## src/rtl/dual_temp_sensor_vote_fusion_core_assert.svh

```systemverilog
// assertion macros for the sensor fusion core
// expects clk_i and rst_ni in the scope of the module that uses them
`ifndef DUAL_TEMP_SENSOR_VOTE_FUSION_CORE_ASSERT_SVH
`define DUAL_TEMP_SENSOR_VOTE_FUSION_CORE_ASSERT_SVH

// same-cycle implication
`define DTSVF_ASSERT_NOW(name, ante, cons, msg) \
  name: assert property (@(posedge clk_i) disable iff (!rst_ni) (ante) |-> (cons)) \
    else $error(msg);

// next-cycle implication
`define DTSVF_ASSERT_NEXT(name, ante, cons, msg) \
  name: assert property (@(posedge clk_i) disable iff (!rst_ni) (ante) |=> (cons)) \
    else $error(msg);

`endif

```

## src/rtl/dtsvf_pkg.sv

```systemverilog
`timescale 1ns / 1ps
// shared constants, types and codes of the sensor fusion core
// no dependencies
package dtsvf_pkg;

  localparam int unsigned Samples   = 8;
  localparam int unsigned SampleW   = $clog2(Samples);
  localparam int unsigned CountW    = $clog2(Samples + 1);
  localparam int unsigned SumW      = $clog2(Samples * 1023 + 1);

  localparam int unsigned CodeW     = 10;
  localparam int unsigned TempW     = 12;
  localparam int unsigned HumW      = 10;
  localparam int unsigned AtempW    = 10;
  localparam int unsigned LimitW    = 11;
  localparam int unsigned CauseW    = 2;

  // apb side
  localparam int unsigned PdataW    = 32;
  localparam int unsigned PaddrW    = 3;
  localparam int unsigned RegIdxW   = PaddrW - 2;
  localparam logic [RegIdxW-1:0] RegJumpLimit = '0;
  localparam logic [LimitW-1:0]  JumpLimitReset = LimitW'(30);

  // calibration: atemp = floor((K*sum + C) / D), rounding folded into C and D
  localparam longint unsigned DivNumK = 64'd1000000;
  localparam longint unsigned DivNumC = 64'd257433600 * Samples + 64'd1282048 * Samples;
  localparam longint unsigned DivDen  = 64'd2564096 * Samples;
  localparam int unsigned     DivKW   = $clog2(DivNumK + 1);
  localparam longint unsigned NumMax  = DivNumK * (Samples * 1023) + DivNumC;
  localparam int unsigned     NumW    = $clog2(NumMax + 1);
  localparam int unsigned     QuotW   = AtempW;

  // D = 313 * 2^13 * Samples: shift out 2^13, then multiply by a rounded-up
  // reciprocal of the rest (313 * Samples), exact for every scaled numerator
  localparam int unsigned     DivPow     = 13;
  localparam longint unsigned DivOdd     = DivDen >> DivPow;
  localparam int unsigned     ScaledW    = NumW - DivPow;
  localparam int unsigned     RecipShift = ScaledW + $clog2(DivOdd);
  localparam longint unsigned Recip      = ((64'd1 << RecipShift) + DivOdd - 64'd1) / DivOdd;
  localparam int unsigned     RecipW     = $clog2(Recip + 1);

  typedef enum logic [1:0] {
    CauseOk,
    CauseMissed,
    CauseNoMajority,
    CauseJump
  } cause_e;

  typedef enum logic [1:0] {
    StCollect,
    StDivide,
    StScan,
    StFinish
  } state_e;

  typedef struct packed {
    logic busy;
    logic done;
  } div_stat_t;

  typedef struct packed {
    logic                     done;
    logic [CountW-1:0]        best_n;
    logic signed [TempW-1:0]  temp;
    logic [HumW-1:0]          hum;
  } vote_res_t;

endpackage

```

## src/rtl/dtsvf_in_if.sv

```systemverilog
`timescale 1ns / 1ps
// input channel: one sample set per item
// depends on dtsvf_pkg
interface dtsvf_in_if import dtsvf_pkg::*; ();
  logic                    valid;
  logic                    ready;
  logic [CodeW-1:0]        analog_code;
  logic signed [TempW-1:0] digital_temp;
  logic [HumW-1:0]         digital_humidity;
  logic                    digital_valid;

  modport source (
    output valid, analog_code, digital_temp, digital_humidity, digital_valid,
    input  ready
  );
  modport sink (
    input  valid, analog_code, digital_temp, digital_humidity, digital_valid,
    output ready
  );
endinterface

```

## src/rtl/dtsvf_out_if.sv

```systemverilog
`timescale 1ns / 1ps
// result channel: one fused reading per batch
// depends on dtsvf_pkg
interface dtsvf_out_if import dtsvf_pkg::*; ();
  logic                    valid;
  logic                    ready;
  logic signed [TempW-1:0] fused_temp;
  logic [AtempW-1:0]       analog_temp;
  logic signed [TempW-1:0] accepted_temp;
  logic [HumW-1:0]         accepted_humidity;
  logic                    digital_down;
  logic [CauseW-1:0]       fault_cause;

  modport source (
    output valid, fused_temp, analog_temp, accepted_temp, accepted_humidity,
    output digital_down, fault_cause,
    input  ready
  );
  modport sink (
    input  valid, fused_temp, analog_temp, accepted_temp, accepted_humidity,
    input  digital_down, fault_cause,
    output ready
  );
endinterface

```

## src/rtl/dual_temp_sensor_vote_fusion_core.sv

```systemverilog
`timescale 1ns / 1ps
// top level of the dual sensor fusion core: sequencer, apb register, result register
// depends on dtsvf_pkg, dtsvf_in_if, dtsvf_out_if, dtsvf_store, dtsvf_div, dtsvf_vote
//
//  channel  | dir | handshake       | payload
//  ---------+-----+-----------------+-------------------------------------------------
//  in_i     | in  | valid / ready   | analog_code, digital_temp, digital_humidity,
//           |     |                 | digital_valid
//  out_o    | out | valid / ready   | fused_temp, analog_temp, accepted_temp,
//           |     |                 | accepted_humidity, digital_down, fault_cause
//  apb      | in  | psel / penable  | paddr, pwdata, prdata (jump_limit at 0)
//
// a sample item that is not the last of its batch is taken as soon as it is valid
// when a sample was missed, ready stays low after the last item of a batch through the
// divider start, the two calibration multiplies, the decision and the result load
// with every sample valid the pairwise vote scan over every stored pair comes before
// the finish; a full result register stretches the finish
// the result register lets a new batch start while a result still waits
// reset clears counters, the accepted reading and jump_limit (to 30); no clear pass
`include "dual_temp_sensor_vote_fusion_core_assert.svh"
module dual_temp_sensor_vote_fusion_core import dtsvf_pkg::*; (
  input  logic              clk_i,
  input  logic              rst_ni,
  dtsvf_in_if.sink          in_i,
  dtsvf_out_if.source       out_o,
  input  logic              psel,
  input  logic              penable,
  input  logic              pwrite,
  input  logic [PaddrW-1:0] paddr,
  input  logic [PdataW-1:0] pwdata,
  output logic [PdataW-1:0] prdata,
  output logic              pready
);

  state_e                  state_q, state_d;
  logic [SampleW-1:0]      sample_cnt_q, sample_cnt_d;
  logic [CountW-1:0]       valid_cnt_q, valid_cnt_d;
  logic [SumW-1:0]         code_sum_q, code_sum_d;
  logic                    div_go_q, div_go_d;
  logic [LimitW-1:0]       jump_limit_q;
  logic signed [TempW-1:0] last_temp_q;
  logic [HumW-1:0]         last_hum_q;
  logic                    have_acc_q;

  logic                    out_valid_q;
  logic signed [TempW-1:0] out_fused_q;
  logic [AtempW-1:0]       out_atemp_q;
  logic signed [TempW-1:0] out_acc_temp_q;
  logic [HumW-1:0]         out_acc_hum_q;
  logic                    out_down_q;
  cause_e                  out_cause_q;

  logic in_ready, in_acc, last_sample, vote_start, out_load;
  logic cfg_wr, cfg_hit;

  div_stat_t                div_stat;
  logic [QuotW-1:0]         quot;
  vote_res_t                vote_res;
  logic [SampleW-1:0]       addr_a, addr_b;
  logic signed [TempW-1:0]  rtemp_a, rtemp_b;
  logic [HumW-1:0]          rhum_a;

  cause_e                   cause;
  logic                     missed, majority, jump;
  logic signed [TempW:0]    diff;
  logic [TempW:0]           abs_diff;
  logic signed [TempW:0]    fuse_sum;
  logic signed [TempW-1:0]  fused;
  logic signed [TempW-1:0]  new_temp;
  logic [HumW-1:0]          new_hum;

  // configuration register
  assign pready  = 1'b1;
  assign cfg_hit = paddr[PaddrW-1:2] == RegJumpLimit;
  assign cfg_wr  = psel && penable && pwrite && cfg_hit;
  assign prdata  = cfg_hit ? PdataW'(jump_limit_q) : '0;

  always_ff @(posedge clk_i or negedge rst_ni) begin
    if (!rst_ni) begin
      jump_limit_q <= JumpLimitReset;
    end else if (cfg_wr) begin
      jump_limit_q <= pwdata[LimitW-1:0];
    end
  end

  dtsvf_store u_store (
    .clk_i     (clk_i),
    .we_i      (in_acc),
    .waddr_i   (sample_cnt_q),
    .wtemp_i   (in_i.digital_temp),
    .whum_i    (in_i.digital_humidity),
    .raddr_a_i (addr_a),
    .raddr_b_i (addr_b),
    .rtemp_a_o (rtemp_a),
    .rhum_a_o  (rhum_a),
    .rtemp_b_o (rtemp_b)
  );

  dtsvf_div u_div (
    .clk_i   (clk_i),
    .rst_ni  (rst_ni),
    .start_i (div_go_q),
    .sum_i   (code_sum_q),
    .stat_o  (div_stat),
    .quot_o  (quot)
  );

  dtsvf_vote u_vote (
    .clk_i    (clk_i),
    .rst_ni   (rst_ni),
    .start_i  (vote_start),
    .temp_a_i (rtemp_a),
    .hum_a_i  (rhum_a),
    .temp_b_i (rtemp_b),
    .addr_a_o (addr_a),
    .addr_b_o (addr_b),
    .res_o    (vote_res)
  );

  // end-of-batch decision
  assign missed   = valid_cnt_q != CountW'(Samples);
  assign majority = vote_res.best_n > CountW'(Samples / 2);
  assign diff     = (TempW + 1)'(last_temp_q) - (TempW + 1)'(vote_res.temp);
  assign abs_diff = diff[TempW] ? (TempW + 1)'(-diff) : (TempW + 1)'(diff);
  assign jump     = have_acc_q && (abs_diff >= (TempW + 1)'(jump_limit_q));

  always_comb begin
    if (missed) begin
      cause = CauseMissed;
    end else if (!majority) begin
      cause = CauseNoMajority;
    end else if (jump) begin
      cause = CauseJump;
    end else begin
      cause = CauseOk;
    end
  end

  assign new_temp = (cause == CauseOk) ? vote_res.temp : last_temp_q;
  assign new_hum  = (cause == CauseOk) ? vote_res.hum : last_hum_q;
  // floor of the mean is an arithmetic shift of the sum
  assign fuse_sum = $signed((TempW + 1)'(quot)) + (TempW + 1)'(vote_res.temp);
  assign fused    = (cause == CauseOk) ? fuse_sum[TempW:1] : $signed(TempW'(quot));

  assign in_ready    = state_q == StCollect;
  assign in_acc      = in_i.valid && in_ready;
  assign last_sample = sample_cnt_q == SampleW'(Samples - 1);

  always_comb begin
    state_d      = state_q;
    sample_cnt_d = sample_cnt_q;
    valid_cnt_d  = valid_cnt_q;
    code_sum_d   = code_sum_q;
    div_go_d     = 1'b0;
    vote_start   = 1'b0;
    out_load     = 1'b0;
    case (state_q)
      StCollect: begin
        if (in_acc) begin
          code_sum_d  = code_sum_q + SumW'(in_i.analog_code);
          valid_cnt_d = valid_cnt_q + CountW'(in_i.digital_valid);
          if (last_sample) begin
            sample_cnt_d = '0;
            div_go_d     = 1'b1;
            state_d      = StDivide;
          end else begin
            sample_cnt_d = sample_cnt_q + SampleW'(1);
          end
        end
      end
      StDivide: begin
        if (div_stat.done) begin
          if (missed) begin
            state_d = StFinish;
          end else begin
            vote_start = 1'b1;
            state_d    = StScan;
          end
        end
      end
      StScan: begin
        if (vote_res.done) begin
          state_d = StFinish;
        end
      end
      StFinish: begin
        if (!out_valid_q || out_o.ready) begin
          out_load    = 1'b1;
          code_sum_d  = '0;
          valid_cnt_d = '0;
          state_d     = StCollect;
        end
      end
      default: begin
        state_d = StCollect;
      end
    endcase
  end

  always_ff @(posedge clk_i or negedge rst_ni) begin
    if (!rst_ni) begin
      state_q      <= StCollect;
      sample_cnt_q <= '0;
      valid_cnt_q  <= '0;
      code_sum_q   <= '0;
      div_go_q     <= 1'b0;
      last_temp_q  <= '0;
      last_hum_q   <= '0;
      have_acc_q   <= 1'b0;
      out_valid_q  <= 1'b0;
    end else begin
      state_q      <= state_d;
      sample_cnt_q <= sample_cnt_d;
      valid_cnt_q  <= valid_cnt_d;
      code_sum_q   <= code_sum_d;
      div_go_q     <= div_go_d;
      if (out_load) begin
        last_temp_q <= new_temp;
        last_hum_q  <= new_hum;
        if (cause == CauseOk) begin
          have_acc_q <= 1'b1;
        end
        out_valid_q <= 1'b1;
      end else if (out_o.ready) begin
        out_valid_q <= 1'b0;
      end
    end
  end

  always_ff @(posedge clk_i) begin
    if (out_load) begin
      out_fused_q    <= fused;
      out_atemp_q    <= quot;
      out_acc_temp_q <= new_temp;
      out_acc_hum_q  <= new_hum;
      out_down_q     <= cause != CauseOk;
      out_cause_q    <= cause;
    end
  end

  assign in_i.ready              = in_ready;
  assign out_o.valid             = out_valid_q;
  assign out_o.fused_temp        = out_fused_q;
  assign out_o.analog_temp       = out_atemp_q;
  assign out_o.accepted_temp     = out_acc_temp_q;
  assign out_o.accepted_humidity = out_acc_hum_q;
  assign out_o.digital_down      = out_down_q;
  assign out_o.fault_cause       = out_cause_q;

  `DTSVF_ASSERT_NEXT(a_last_item_stalls, in_acc && last_sample, !in_i.ready, "input still open after last item")
  `DTSVF_ASSERT_NOW(a_result_from_finish, $rose(out_valid_q), $past(state_q == StFinish), "result loaded outside finish")
  `DTSVF_ASSERT_NOW(a_scan_only_full_batch, state_q == StScan, !missed && !div_stat.busy, "vote scan on partial batch")
  `DTSVF_ASSERT_NEXT(a_reject_keeps_value, out_load && (cause != CauseOk), last_temp_q == $past(last_temp_q), "rejected batch changed accepted value")

endmodule

```

## src/rtl/dtsvf_store.sv

```systemverilog
`timescale 1ns / 1ps
// sample store: digital temperature and humidity per sample slot
// one write port, two registered read ports; depends on dtsvf_pkg
module dtsvf_store import dtsvf_pkg::*; (
  input  logic                    clk_i,
  input  logic                    we_i,
  input  logic [SampleW-1:0]      waddr_i,
  input  logic signed [TempW-1:0] wtemp_i,
  input  logic [HumW-1:0]         whum_i,
  input  logic [SampleW-1:0]      raddr_a_i,
  input  logic [SampleW-1:0]      raddr_b_i,
  output logic signed [TempW-1:0] rtemp_a_o,
  output logic [HumW-1:0]         rhum_a_o,
  output logic signed [TempW-1:0] rtemp_b_o
);

  logic signed [TempW-1:0] temp_mem [Samples];
  logic [HumW-1:0]         hum_mem  [Samples];

  always_ff @(posedge clk_i) begin
    if (we_i) begin
      temp_mem[waddr_i] <= wtemp_i;
      hum_mem[waddr_i]  <= whum_i;
    end
  end

  always_ff @(posedge clk_i) begin
    rtemp_a_o <= temp_mem[raddr_a_i];
    rhum_a_o  <= hum_mem[raddr_a_i];
    rtemp_b_o <= temp_mem[raddr_b_i];
  end

endmodule

```

## src/rtl/dtsvf_div.sv

```systemverilog
`timescale 1ns / 1ps
// calibration divider: scales the code sum into a register, then divides by a constant
// with a shift and a reciprocal multiply into the quotient register; depends on dtsvf_pkg
module dtsvf_div import dtsvf_pkg::*; (
  input  logic              clk_i,
  input  logic              rst_ni,
  input  logic              start_i,
  input  logic [SumW-1:0]   sum_i,
  output div_stat_t         stat_o,
  output logic [QuotW-1:0]  quot_o
);

  logic              run_q;
  logic              done_q;
  logic [NumW-1:0]   num_q, num_d;
  logic [QuotW-1:0]  quot_q, quot_d;

  logic [SumW+DivKW-1:0]     prod;
  logic [NumW-1:0]           num;
  logic [ScaledW-1:0]        scaled;
  logic [ScaledW+RecipW-1:0] recip_prod;

  assign prod       = (SumW + DivKW)'(sum_i) * (SumW + DivKW)'(DivNumK);
  assign num        = NumW'(prod) + NumW'(DivNumC);
  assign num_d      = start_i ? num : num_q;
  assign scaled     = num_q[NumW-1:DivPow];
  assign recip_prod = (ScaledW + RecipW)'(scaled) * (ScaledW + RecipW)'(Recip);
  assign quot_d     = run_q ? QuotW'(recip_prod >> RecipShift) : quot_q;

  always_ff @(posedge clk_i or negedge rst_ni) begin
    if (!rst_ni) begin
      run_q  <= 1'b0;
      done_q <= 1'b0;
    end else begin
      run_q  <= start_i;
      done_q <= run_q;
    end
  end

  always_ff @(posedge clk_i) begin
    num_q  <= num_d;
    quot_q <= quot_d;
  end

  assign stat_o.busy = run_q;
  assign stat_o.done = done_q;
  assign quot_o      = quot_q;

endmodule

```

## src/rtl/dtsvf_vote.sv

```systemverilog
`timescale 1ns / 1ps
// majority scan: one stored pair compared per cycle, earliest mode wins ties
// drives the store read ports; depends on dtsvf_pkg
module dtsvf_vote import dtsvf_pkg::*; (
  input  logic                    clk_i,
  input  logic                    rst_ni,
  input  logic                    start_i,
  input  logic signed [TempW-1:0] temp_a_i,
  input  logic [HumW-1:0]         hum_a_i,
  input  logic signed [TempW-1:0] temp_b_i,
  output logic [SampleW-1:0]      addr_a_o,
  output logic [SampleW-1:0]      addr_b_o,
  output vote_res_t               res_o
);

  logic                    run_q, run_d;
  logic [SampleW-1:0]      i_q, i_d;
  logic [SampleW-1:0]      j_q, j_d;
  logic                    pend_q, pend_jlast_q, pend_end_q;
  logic [CountW-1:0]       n_q, n_d;
  logic [CountW-1:0]       best_n_q, best_n_d;
  logic                    done_q, done_d;
  logic signed [TempW-1:0] best_temp_q;
  logic [HumW-1:0]         best_hum_q;

  logic              i_last, j_last;
  logic [CountW-1:0] n_cur;
  logic              better;

  assign i_last = i_q == SampleW'(Samples - 1);
  assign j_last = j_q == SampleW'(Samples - 1);
  assign n_cur  = n_q + CountW'(temp_a_i == temp_b_i);
  // read data arrives in the cycle after its addresses are driven
  assign better = pend_q && pend_jlast_q && (n_cur > best_n_q);

  always_comb begin
    run_d    = run_q;
    i_d      = i_q;
    j_d      = j_q;
    n_d      = n_q;
    best_n_d = best_n_q;
    done_d   = 1'b0;
    if (start_i) begin
      run_d    = 1'b1;
      i_d      = '0;
      j_d      = '0;
      n_d      = '0;
      best_n_d = '0;
    end else begin
      if (run_q) begin
        if (j_last) begin
          j_d = '0;
          if (i_last) begin
            i_d   = '0;
            run_d = 1'b0;
          end else begin
            i_d = i_q + SampleW'(1);
          end
        end else begin
          j_d = j_q + SampleW'(1);
        end
      end
      if (pend_q) begin
        if (pend_jlast_q) begin
          n_d    = '0;
          done_d = pend_end_q;
          if (better) begin
            best_n_d = n_cur;
          end
        end else begin
          n_d = n_cur;
        end
      end
    end
  end

  always_ff @(posedge clk_i or negedge rst_ni) begin
    if (!rst_ni) begin
      run_q        <= 1'b0;
      i_q          <= '0;
      j_q          <= '0;
      pend_q       <= 1'b0;
      pend_jlast_q <= 1'b0;
      pend_end_q   <= 1'b0;
      n_q          <= '0;
      best_n_q     <= '0;
      done_q       <= 1'b0;
    end else begin
      run_q        <= run_d;
      i_q          <= i_d;
      j_q          <= j_d;
      pend_q       <= run_q && !start_i;
      pend_jlast_q <= j_last;
      pend_end_q   <= j_last && i_last;
      n_q          <= n_d;
      best_n_q     <= best_n_d;
      done_q       <= done_d;
    end
  end

  always_ff @(posedge clk_i) begin
    if (better) begin
      best_temp_q <= temp_a_i;
      best_hum_q  <= hum_a_i;
    end
  end

  assign addr_a_o     = i_q;
  assign addr_b_o     = j_q;
  assign res_o.done   = done_q;
  assign res_o.best_n = best_n_q;
  assign res_o.temp   = best_temp_q;
  assign res_o.hum    = best_hum_q;

endmodule

```

## src/flat_wrapper.sv

```systemverilog
// flat-port wrapper written by rule: the top's interface ports become plain ports
module dual_temp_sensor_vote_fusion_core_flat import dtsvf_pkg::*;
  (clk_i, rst_ni, psel, penable, pwrite, paddr, pwdata, prdata, pready, in_i_valid, in_i_analog_code, in_i_digital_temp, in_i_digital_humidity, in_i_digital_valid, in_i_ready, out_o_valid, out_o_fused_temp, out_o_analog_temp, out_o_accepted_temp, out_o_accepted_humidity, out_o_digital_down, out_o_fault_cause, out_o_ready);
  dtsvf_in_if in_i_i ();
  dtsvf_out_if out_o_i ();
  input  logic clk_i;
  input  logic rst_ni;
  input  logic psel;
  input  logic penable;
  input  logic pwrite;
  input  logic [PaddrW-1:0] paddr;
  input  logic [PdataW-1:0] pwdata;
  output logic [PdataW-1:0] prdata;
  output logic pready;
  input wire logic [$bits(in_i_i.valid)-1:0] in_i_valid;
  input wire logic [$bits(in_i_i.analog_code)-1:0] in_i_analog_code;
  input wire logic [$bits(in_i_i.digital_temp)-1:0] in_i_digital_temp;
  input wire logic [$bits(in_i_i.digital_humidity)-1:0] in_i_digital_humidity;
  input wire logic [$bits(in_i_i.digital_valid)-1:0] in_i_digital_valid;
  output wire logic [$bits(in_i_i.ready)-1:0] in_i_ready;
  output wire logic [$bits(out_o_i.valid)-1:0] out_o_valid;
  output wire logic [$bits(out_o_i.fused_temp)-1:0] out_o_fused_temp;
  output wire logic [$bits(out_o_i.analog_temp)-1:0] out_o_analog_temp;
  output wire logic [$bits(out_o_i.accepted_temp)-1:0] out_o_accepted_temp;
  output wire logic [$bits(out_o_i.accepted_humidity)-1:0] out_o_accepted_humidity;
  output wire logic [$bits(out_o_i.digital_down)-1:0] out_o_digital_down;
  output wire logic [$bits(out_o_i.fault_cause)-1:0] out_o_fault_cause;
  input wire logic [$bits(out_o_i.ready)-1:0] out_o_ready;
  assign in_i_i.valid = in_i_valid;
  assign in_i_i.analog_code = in_i_analog_code;
  assign in_i_i.digital_temp = in_i_digital_temp;
  assign in_i_i.digital_humidity = in_i_digital_humidity;
  assign in_i_i.digital_valid = in_i_digital_valid;
  assign in_i_ready = in_i_i.ready;
  assign out_o_valid = out_o_i.valid;
  assign out_o_fused_temp = out_o_i.fused_temp;
  assign out_o_analog_temp = out_o_i.analog_temp;
  assign out_o_accepted_temp = out_o_i.accepted_temp;
  assign out_o_accepted_humidity = out_o_i.accepted_humidity;
  assign out_o_digital_down = out_o_i.digital_down;
  assign out_o_fault_cause = out_o_i.fault_cause;
  assign out_o_i.ready = out_o_ready;
  dual_temp_sensor_vote_fusion_core u_core (.clk_i(clk_i), .rst_ni(rst_ni), .in_i(in_i_i), .out_o(out_o_i), .psel(psel), .penable(penable), .pwrite(pwrite), .paddr(paddr), .pwdata(pwdata), .prdata(prdata), .pready(pready));
endmodule
```

## config.mk

```make
export PLATFORM = sky130hd
export DESIGN_NAME = dual_temp_sensor_vote_fusion_core_flat
export DESIGN_NICKNAME = d
export VERILOG_FILES = /design/src/rtl/dtsvf_pkg.sv /design/src/rtl/dtsvf_in_if.sv /design/src/rtl/dtsvf_out_if.sv /design/src/rtl/dual_temp_sensor_vote_fusion_core.sv /design/src/rtl/dtsvf_store.sv /design/src/rtl/dtsvf_div.sv /design/src/rtl/dtsvf_vote.sv /design/src/flat_wrapper.sv
export VERILOG_INCLUDE_DIRS = /design/src /design/src/rtl
export SDC_FILE = /design/constraint.sdc
export NUM_CORES = 1
export LEC_CHECK = 0
export ABC_CLOCK_PERIOD_IN_PS = 18100
export BUFFER_PORTS_ARGS = -buffer_cell sky130_fd_sc_hd__buf_4
export CORE_ASPECT_RATIO = 1.75
export CORE_MARGIN = 4
export CORE_UTILIZATION = 46
export DETAILED_ROUTE_END_ITERATION = 16
export HOLD_SLACK_MARGIN = 0.02
export SLEW_MARGIN = 20
export SYNTH_ARGS = -nofsm -noshare
export SYNTH_HDL_FRONTEND = slang
export SYNTH_HIERARCHICAL = 1
export SYNTH_SLANG_ARGS = --single-unit
```

## constraint.sdc

```tcl
create_clock -name clk_i -period 18.1 [get_ports clk_i]
set_clock_uncertainty 0.05 [all_clocks]
set_input_delay 2.715 -clock clk_i [delete_from_list [all_inputs] [get_ports clk_i]]
set_output_delay 2.715 -clock clk_i [all_outputs]
set_load 0.01 [all_outputs]
```

# --- Yosys cells after proc, flatten, opt, wreduce, memory -nomap -nowiden ---
# Memories as Yosys holds them, arrays and structs flattened. A register that Yosys moved wholly into a read port is not among the register bits.
# Cells that the tools add are included.
classes:
  addsub: 10
  mul: 2
  magnitude_cmp: 3
  n_eq_ne: 13
  mux: 55
  bitwise: 1
  n_reduce_logical: 28
ops:
  columns: ["op", "n"]
  rows:
  - ["$mul 21x21->42 const B", 1]
  - ["$mux 13", 3]
  - ["$mux 4", 9]
  - ["$add 33x31->34 const B", 1]
  - ["$mul 13x14->27 const B", 1]
  - ["$pmux 13 s2", 1]
  - ["$mux 3", 8]
  - ["$mux 1", 20]
  - ["$mux 10", 2]
  - ["$mux 2", 8]
  - ["$reduce_bool 2->1", 8]
  - ["$add 11x12->13", 1]
  - ["$add 13x10->13", 1]
  - ["$ge 13x11->1", 1]
  - ["$neg 13->13", 1]
  - ["$sub 12x12->13", 1]
  - ["$eq 12x12->1", 1]
  - ["$mux 12", 1]
  - ["$mux 11", 1]
  - ["$add 3x1->3 const B", 3]
  - ["$eq 3x3->1 const B", 3]
  - ["$logic_and 1x1->1", 9]
  - ["$add 4x1->4", 2]
  - ["$ne 2x2->1 const B", 4]
  - ["other kinds (15)", 21]
totals:
  ff_bits: 192
  mem_bits_rw: 176
  input_bits: 75
  output_inout_bits: 82
  mem_count: 2
memory_table:
  columns: ["name", "depth", "word_bits", "read_ports", "rd_clocked_by_memory_dff", "write_ports", "line_no", "rtl"]
  rows:
  - ["u_core.u_store.temp_mem", 8, 12, 2, 2, 1, "dtsvf_store.sv:17", "logic signed [TempW-1:0] temp_mem [Samples];"]
  - ["u_core.u_store.hum_mem", 8, 10, 1, 1, 1, "dtsvf_store.sv:18", "logic [HumW-1:0] hum_mem [Samples];"]

# --- Logic depth before layout (Yosys ltp) ---
# Gate-level depths: netlist of the first run.
logic_depth:
  depth_word: 10
  depth_mapped: 23
  ltp_nobuf: 23

# --- Hierarchy ---
# The synthesis of the first run kept the hierarchy.
modules_own_cells:
  columns: ["module", "instances", "cells_per_inst", "area_per_inst_um2", "seq_area_each_um2"]
  rows:
  - ["dtsvf_div", 1, 1173, 11547.3, 980.9]
  - ["dtsvf_store", 1, 344, 8245.4, 5965.7]
  - ["dual_temp_sensor_vote_fusion_core", 1, 719, 7124.3, 2867.8]
  - ["dtsvf_vote", 1, 129, 1798.0, 1136.1]

# --- Least setup slack after synthesis of the first run ---
# No wires, ideal clock.
synth_path:
  path_type: "register to register"
  start: "register u_core.u_div.num_q[14]"
  end: "register u_core.u_div.quot_q[8] (netlist: u_core/u_div/quot_o[8]), data pin"
  setup_ns: 0.263
  t_arrival_ns: 5.900
  t_required_ns: 17.787
  slack_ns: 11.887
  path_stages_with_launch: 24
  synth_period_minus_slack_ns: 6.213
  cell_sequence: "edfxtp_1 -> ha_1 -> inv_1 -> fa_1 -> inv_1 -> fa_1 -> inv_1 -> fa_1 -> fa_1 -> inv_1 -> fa_1 -> inv_1 -> fa_1 -> inv_1 -> ha_1 -> nand4_1 -> a2111oi_0 -> a211oi_1 -> o21ai_0 -> o221ai_1 -> a21oi_1 -> a41oi_1 -> o21bai_1 -> xor2_1"
synth_via:
  elab_chain_len: 1
synth_lines:
  columns: ["element", "line_no", "rtl"]
  rows:
  - ["from (decl)", "dtsvf_div.sv:15", "logic [NumW-1:0] num_q, num_d;"]
  - ["from (signal assigned)", "dtsvf_div.sv:41", "num_q <= num_d;"]
  - ["$mul 21x21->42", "dtsvf_div.sv:27", "assign recip_prod = (ScaledW + RecipW)'(scaled) * (ScaledW + RecipW)'(Recip);"]
  - ["net u_core.u_div.recip_prod[41]", "dtsvf_div.sv:21", "logic [ScaledW+RecipW-1:0] recip_prod;"]
  - ["to (signal assigned)", "dtsvf_div.sv:42", "quot_q <= quot_d;"]
  - ["to (decl)", "dtsvf_div.sv:16", "logic [QuotW-1:0] quot_q, quot_d;"]
# The timed path passes the listed nets, and every way through them passes these cells.
# A chain may end at the register's enable or synchronous reset.

# --- Worst setup path after layout of the first run ---
# Same ends and word-level chain as after synthesis.

==> metrics, run 1 <==
Tcrit/Tclk final=40.3%; Worst setup EP type=register; DRT iter0 DRCs=938; clk root buf=clkbuf_16; yosys warns=6; Pins Over Slew Limit=0; Slew Limit Headroom=29.2%; CTS tree=yes; # clock sinks=389; capture point of the critical path=u_core/u_div/quot_o[8]; Core ar.=0.0616 mm2; CP Max Fanout=6; antenna cells=0; GP Congestion=0.920; Setup Crit Path Kind=register to register; R2R Setup Slk=10.80 ns; average size of a mapped cell=12.1 um2; Post-CTS Resized=0; Setup Fix Bufs, Post-CTS=0; Initial Util=46.6%; Ports=157; Routed WL=67400 um; dpl hpwl=52600 um; Tmin final=7.30 ns; Fmax=137 MHz; die width=197 um; # H-tree levels=2; register area=0.0110 mm2; CP bufs+invs=6; status=completed; die area=0.0666 mm2; Final TNS setup=0 ns; CP top delay family=adder cells; Post-Synthesis Cells=2364; share of cells above drive strength 1=12.4%; RSZ-0062 raised after global routing=false; Largest stage delay, worst path=0.59 ns; DR vias=18184; Reg2Reg Depth=23; I/O Buffers=111; fillers=5422; Die Ht=338 um; Post-Syn Area=0.0287 mm2; final hold violation count=0; drt wl/cell=20.5 um; hold_buf cts=0; slowest cell on the critical path=edfxtp_1; max-cap viol count=0; Hold WS=0.372 ns; CP Depth=23; global route total overflow=0; via/cell ratio=5.52; Clk Latency, worst-skew pair=0.56 ns; arrival time worst endpoint=7.55 ns; clock buffer depth=3; Hold Crit Class=register to register; Final #Nets=3088; Area growth, synth to finish=9.87%; Worst Tran Pin Value=1.05 ns; final setup vio count=0; gr usage total=20.3%; cts bufs inserted=38; Site Rows=120; DRT Pass-1 Iters=7; CP Launch Point=u_core/u_div/num_q[14]; vias in the first global route=19420; FF-to-FF End=u_core/u_div/quot_o[8]; CP required=18.35 ns; first-pass GRT wire length=106000 um; Worst R2R Start=u_core/u_div/num_q[14]; area of the multi-input gates=0.0158 mm2; crit start category=register; Clock transition at path regs=0.06 ns; Antenna Violating Nets Remaining=0; largest net degree at the start of global routing=80; DR DRC count=0; worst path cell trace=ha_1 -> inv_1 -> fa_1 -> inv_1 -> fa_1 -> inv_1 -> fa_1 -> fa_1 -> inv_1 -> fa_1 -> inv_1 -> fa_1 -> inv_1 -> ha_1 -> nand4_1 -> a2111oi_0 -> a211oi_1 -> o21ai_0 -> o221ai_1 -> a21oi_1 -> a41oi_1 -> o21bai_1 -> xor2_1; initial antenna violation count=0
-- placed cells by master (no fill, tap or decap), drive strengths merged, types with 11 or more instances in the layout --
cell type  instances
inv              432
ha               375
edfxtp           276
fa               168
buf              125
nand2            107
o21ai             85
dfrtp             75
nor2              69
xnor2             68
mux4              68
a21oi             56
clkbuf            52
mux2              50
nand2b            46
a221o             45
dfxtp             34
nor3              32
a21o              28
xor2              26
conb              22
nand3             19
o21a              15
nand4             15
and2              13
o221ai            12
a211oi            11
-- layer usage --
| metal | wire (um) | global-route usage, % |
|---|---|---|
| met2 | 37700 | 39.5 |
| met4 | 3370 | 8.62 |
| met5 | 0 | 0 |
| met3 | 2160 | 2.21 |
| met1 | 24100 | 21.7 |
-- flip-flops by register name, indices dropped and copies added, names as in the netlist, 13 cells and up --
name and flops:
u_core/code_sum_q 13, u_core/u_store/hum_mem 80, u_core/u_div/num_q 21, u_core/u_store/temp_mem 96
-- cell type report --
class / count / share of cell area, %
well taps: 793 / 3.15
clock inverters: 18 / 0.627
inverters: 428 / 5.09
flip-flops and latches: 389 / 34.7
multi-input cells: 1488 / 49.9
clock buffers: 52 / 3.47
repair buffers: 125 / 2.99
-- how the worst min path moves through the flow --
| stage | to | from | cells past startpoint |
|---|---|---|---|
| after floorplan | u_core/u_vote/best_hum_q[0] | u_core/u_store/rhum_a_o[0] | 0 |
| after global placement | u_core/u_vote/best_hum_q[6] | u_core/u_store/rhum_a_o[6] | 0 |
| after detailed placement | u_core/u_vote/best_hum_q[6] | u_core/u_store/rhum_a_o[6] | 0 |
| after CTS | u_core/u_vote/best_hum_q[6] | u_core/u_store/rhum_a_o[6] | 0 |
| after global routing | u_core/u_vote/best_hum_q[6] | u_core/u_store/rhum_a_o[6] | 0 |
| final | u_core/u_vote/best_hum_q[6] | u_core/u_store/rhum_a_o[6] | 0 |
-- stage by stage --
| step | cell area, um2 | setup WS (ns) | std cells | utilization (%) |
|---|---|---|---|---|
| final | 31500 | 10.80 | 3293 | 51.2 |
| after global routing | 31500 | 10.58 | 3293 | 51.2 |
| after CTS | 31500 | 10.82 | 3293 | 51.2 |
| after detailed placement | 30200 | 10.83 | 3223 | 49.1 |
| after global placement | 30200 | 10.94 | 3223 | 49.1 |
| after floorplan | 28800 | 11.89 | 2384 | - |
-- worst register-to-register path, cell delays in order (launching register included) --
cell	delay, ns
edfxtp_1	0.59
ha_1	0.41
inv_1	0.06
fa_1	0.49
inv_1	0.05
fa_1	0.49
inv_1	0.05
fa_1	0.51
fa_1	0.55
inv_1	0.06
fa_1	0.52
inv_1	0.06
fa_1	0.50
inv_1	0.04
ha_1	0.32
nand4_1	0.13
a2111oi_0	0.54
a211oi_1	0.15
o21ai_0	0.16
o221ai_1	0.21
a21oi_1	0.45
a41oi_1	0.33
o21bai_1	0.23
xor2_1	0.09
Power of run 1 is not shown: default switching activity piles up to over one toggle a cycle in this logic, so the estimate is an artifact.
==> inputs of run 2 (changes only) <==
ABC_CLOCK_PERIOD_IN_PS = 7700   (was 18100)
clock period = 7.7 ns   (was 18.1 ns; I/O delays follow)
==> metrics, run 2 (synthesized netlist as in run 1, its figures left out) <==
cts bufs inserted=38 (unchanged); GP Congestion=0.908 (-1.3%); I/O Buffers=111 (unchanged); Site Rows=120 (unchanged); share of cells above drive strength 1=12.4% (+0.025 points); DRT iter0 DRCs=748 (-20%); vias in the first global route=19263 (-0.81%); first-pass GRT wire length=104000 um (-2.1%); CP Launch Point=u_core/u_div/num_q[14]; Antenna Violating Nets Remaining=0 (unchanged); Fmax=146 MHz (+6.7%); RSZ-0062 raised after global routing=false; DR DRC count=0 (unchanged); worst path cell trace=ha_1 -> inv_1 -> fa_1 -> inv_1 -> fa_1 -> inv_1 -> fa_1 -> fa_1 -> inv_1 -> fa_1 -> inv_1 -> fa_1 -> inv_1 -> ha_1 -> nand4_1 -> a2111oi_0 -> nand2_1 -> nor3_1 -> o221ai_1 -> a21oi_1 -> buf_4 -> a41oi_1 -> o21bai_1 -> xor2_1; gr usage total=20.0% (-0.26 points); CP required=7.95 ns (-10.40 ns); Tmin final=6.84 ns (-0.457 ns); Slew Limit Headroom=34.4% (+5.3 points); # clock sinks=389 (unchanged); Clk Latency, worst-skew pair=0.56 ns (about the same); final hold violation count=0 (unchanged); Worst Tran Pin Value=0.970 ns (-0.0781 ns); Final #Nets=3092 (+0.13%); global route total overflow=0 (unchanged); initial antenna violation count=1 (+1); Initial Util=46.6% (unchanged); biggest regs=u_core/u_store/temp_mem: 96 flops, u_core/u_store/hum_mem: 80 flops, u_core/u_div/num_q: 21 flops; hold_buf cts=0 (unchanged); Worst setup EP type=register; CTS tree=yes; Worst R2R Start=u_core/u_div/num_q[14]; max reg flops=96 (unchanged); die width=197 um (unchanged); dpl hpwl=52700 um (+0.27%); DRT Pass-1 Iters=5 (-2); clock buffer depth=3 (unchanged); Hold Path Origin=u_core/u_store/rhum_a_o[8]; DR vias=17947 (-1.3%); Core ar.=0.0616 mm2 (unchanged); drt wl/cell=20.2 um (-1.2%); Largest stage delay, worst path=0.54 ns (-0.05 ns); Pins Over Slew Limit=0 (unchanged); commonest non-fill, non-tap cell in the layout=inv_1; largest net degree at the start of global routing=51 (-36%); Ports=157 (unchanged); final setup vio count=0 (unchanged); Routed WL=66700 um (-1.0%); die area=0.0666 mm2 (unchanged); commonest cells after routing, fill and taps aside=inv_1, ha_1, edfxtp_1; status=completed; Hold Crit Class=register to register; arrival time worst endpoint=7.09 ns (-0.46 ns); Final TNS setup=0 ns (unchanged); slowest cell on the critical path=fa_1; Setup Fix Bufs, Post-CTS=0 (unchanged); CP Max Fanout=6 (unchanged); Reg with most FFs=u_core/u_store/temp_mem; Post-CTS Resized=0 (unchanged); Die Ht=338 um (unchanged); clk root buf=clkbuf_16; # H-tree levels=2 (unchanged); Clock transition at path regs=0.07 ns (about the same); fillers=5335 (-1.6%); via/cell ratio=5.44 (-1.4%); Setup Crit Path Kind=register to register; Area growth, synth to finish=10.3%; Tcrit/Tclk final=88.8% (+49 points); crit start category=register; max-cap viol count=0 (unchanged)
## run 2: worst paths after layout
kind | end | slack (ns) | cells after the start
worst min-delay path | u_core/u_vote/best_hum_q[8] | 0.36 | 0
worst min register to register | u_core/u_vote/best_hum_q[8] | 0.36 | 0
worst max register to register | u_core/u_div/quot_o[8] | 0.86 | 24
max in group asynchronous | u_core/u_vote/addr_a_o[0] | 6.06 | 2
min in group asynchronous | u_core/jump_limit_q[10] | 0.48 | 1
worst max-delay path | u_core/u_div/quot_o[8] | 0.86 | 24
## run 2: critical path: cells and delay by family (launching register included)
family                     cells  cell delay [ns]
adders and majority gates      8             3.77
AOI/OAI and AO/OA              5             1.25
DFF                            1             0.52
buffers and inverters          7             0.49
and+or+nand+nor                3             0.42
xor gates and xnor gates       1             0.09
## run 2: cell type report
type / count / area (um2) / area share, %
Antenna cell: 1 / 2.50 / 0.00791
Multi-Input combinational cell: 1488 / 15800 / 49.8
Clock buffer: 49 / 1040 / 3.30
Tap cell: 793 / 992 / 3.13
Inverter: 428 / 1610 / 5.08
Timing Repair Buffer: 129 / 968 / 3.06
Clock inverter: 20 / 337 / 1.06
Sequential cell: 389 / 11000 / 34.6
## run 2: per-stage QoR
| stage | utilization, % | worst slack (ns) | area, um2 | hold WS [ns] | instances |
|---|---|---|---|---|---|
| finish | 51.4 | 0.861 | 31700 | 0.361 | 3297 |
| global route | 51.4 | 0.473 | 31700 | 0.374 | 3296 |
| CTS | 51.4 | 0.849 | 31700 | 0.363 | 3296 |
| detailed placement | 49.2 | 0.876 | 30300 | 0.348 | 3227 |
| global placement | 49.2 | 0.890 | 30300 | 0.344 | 3227 |
| floorplan | - | 1.49 | 28800 | 0.336 | 2384 |
## run 2: layer usage
layer / routed length, um / GRT usage (%)
met5: 0 / 0
met4: 4330 / 10.9
met3: 2600 / 3.02
met2: 36000 / 38.1
met1: 23800 / 20.5
Power of run 2 is left out for the same reason.
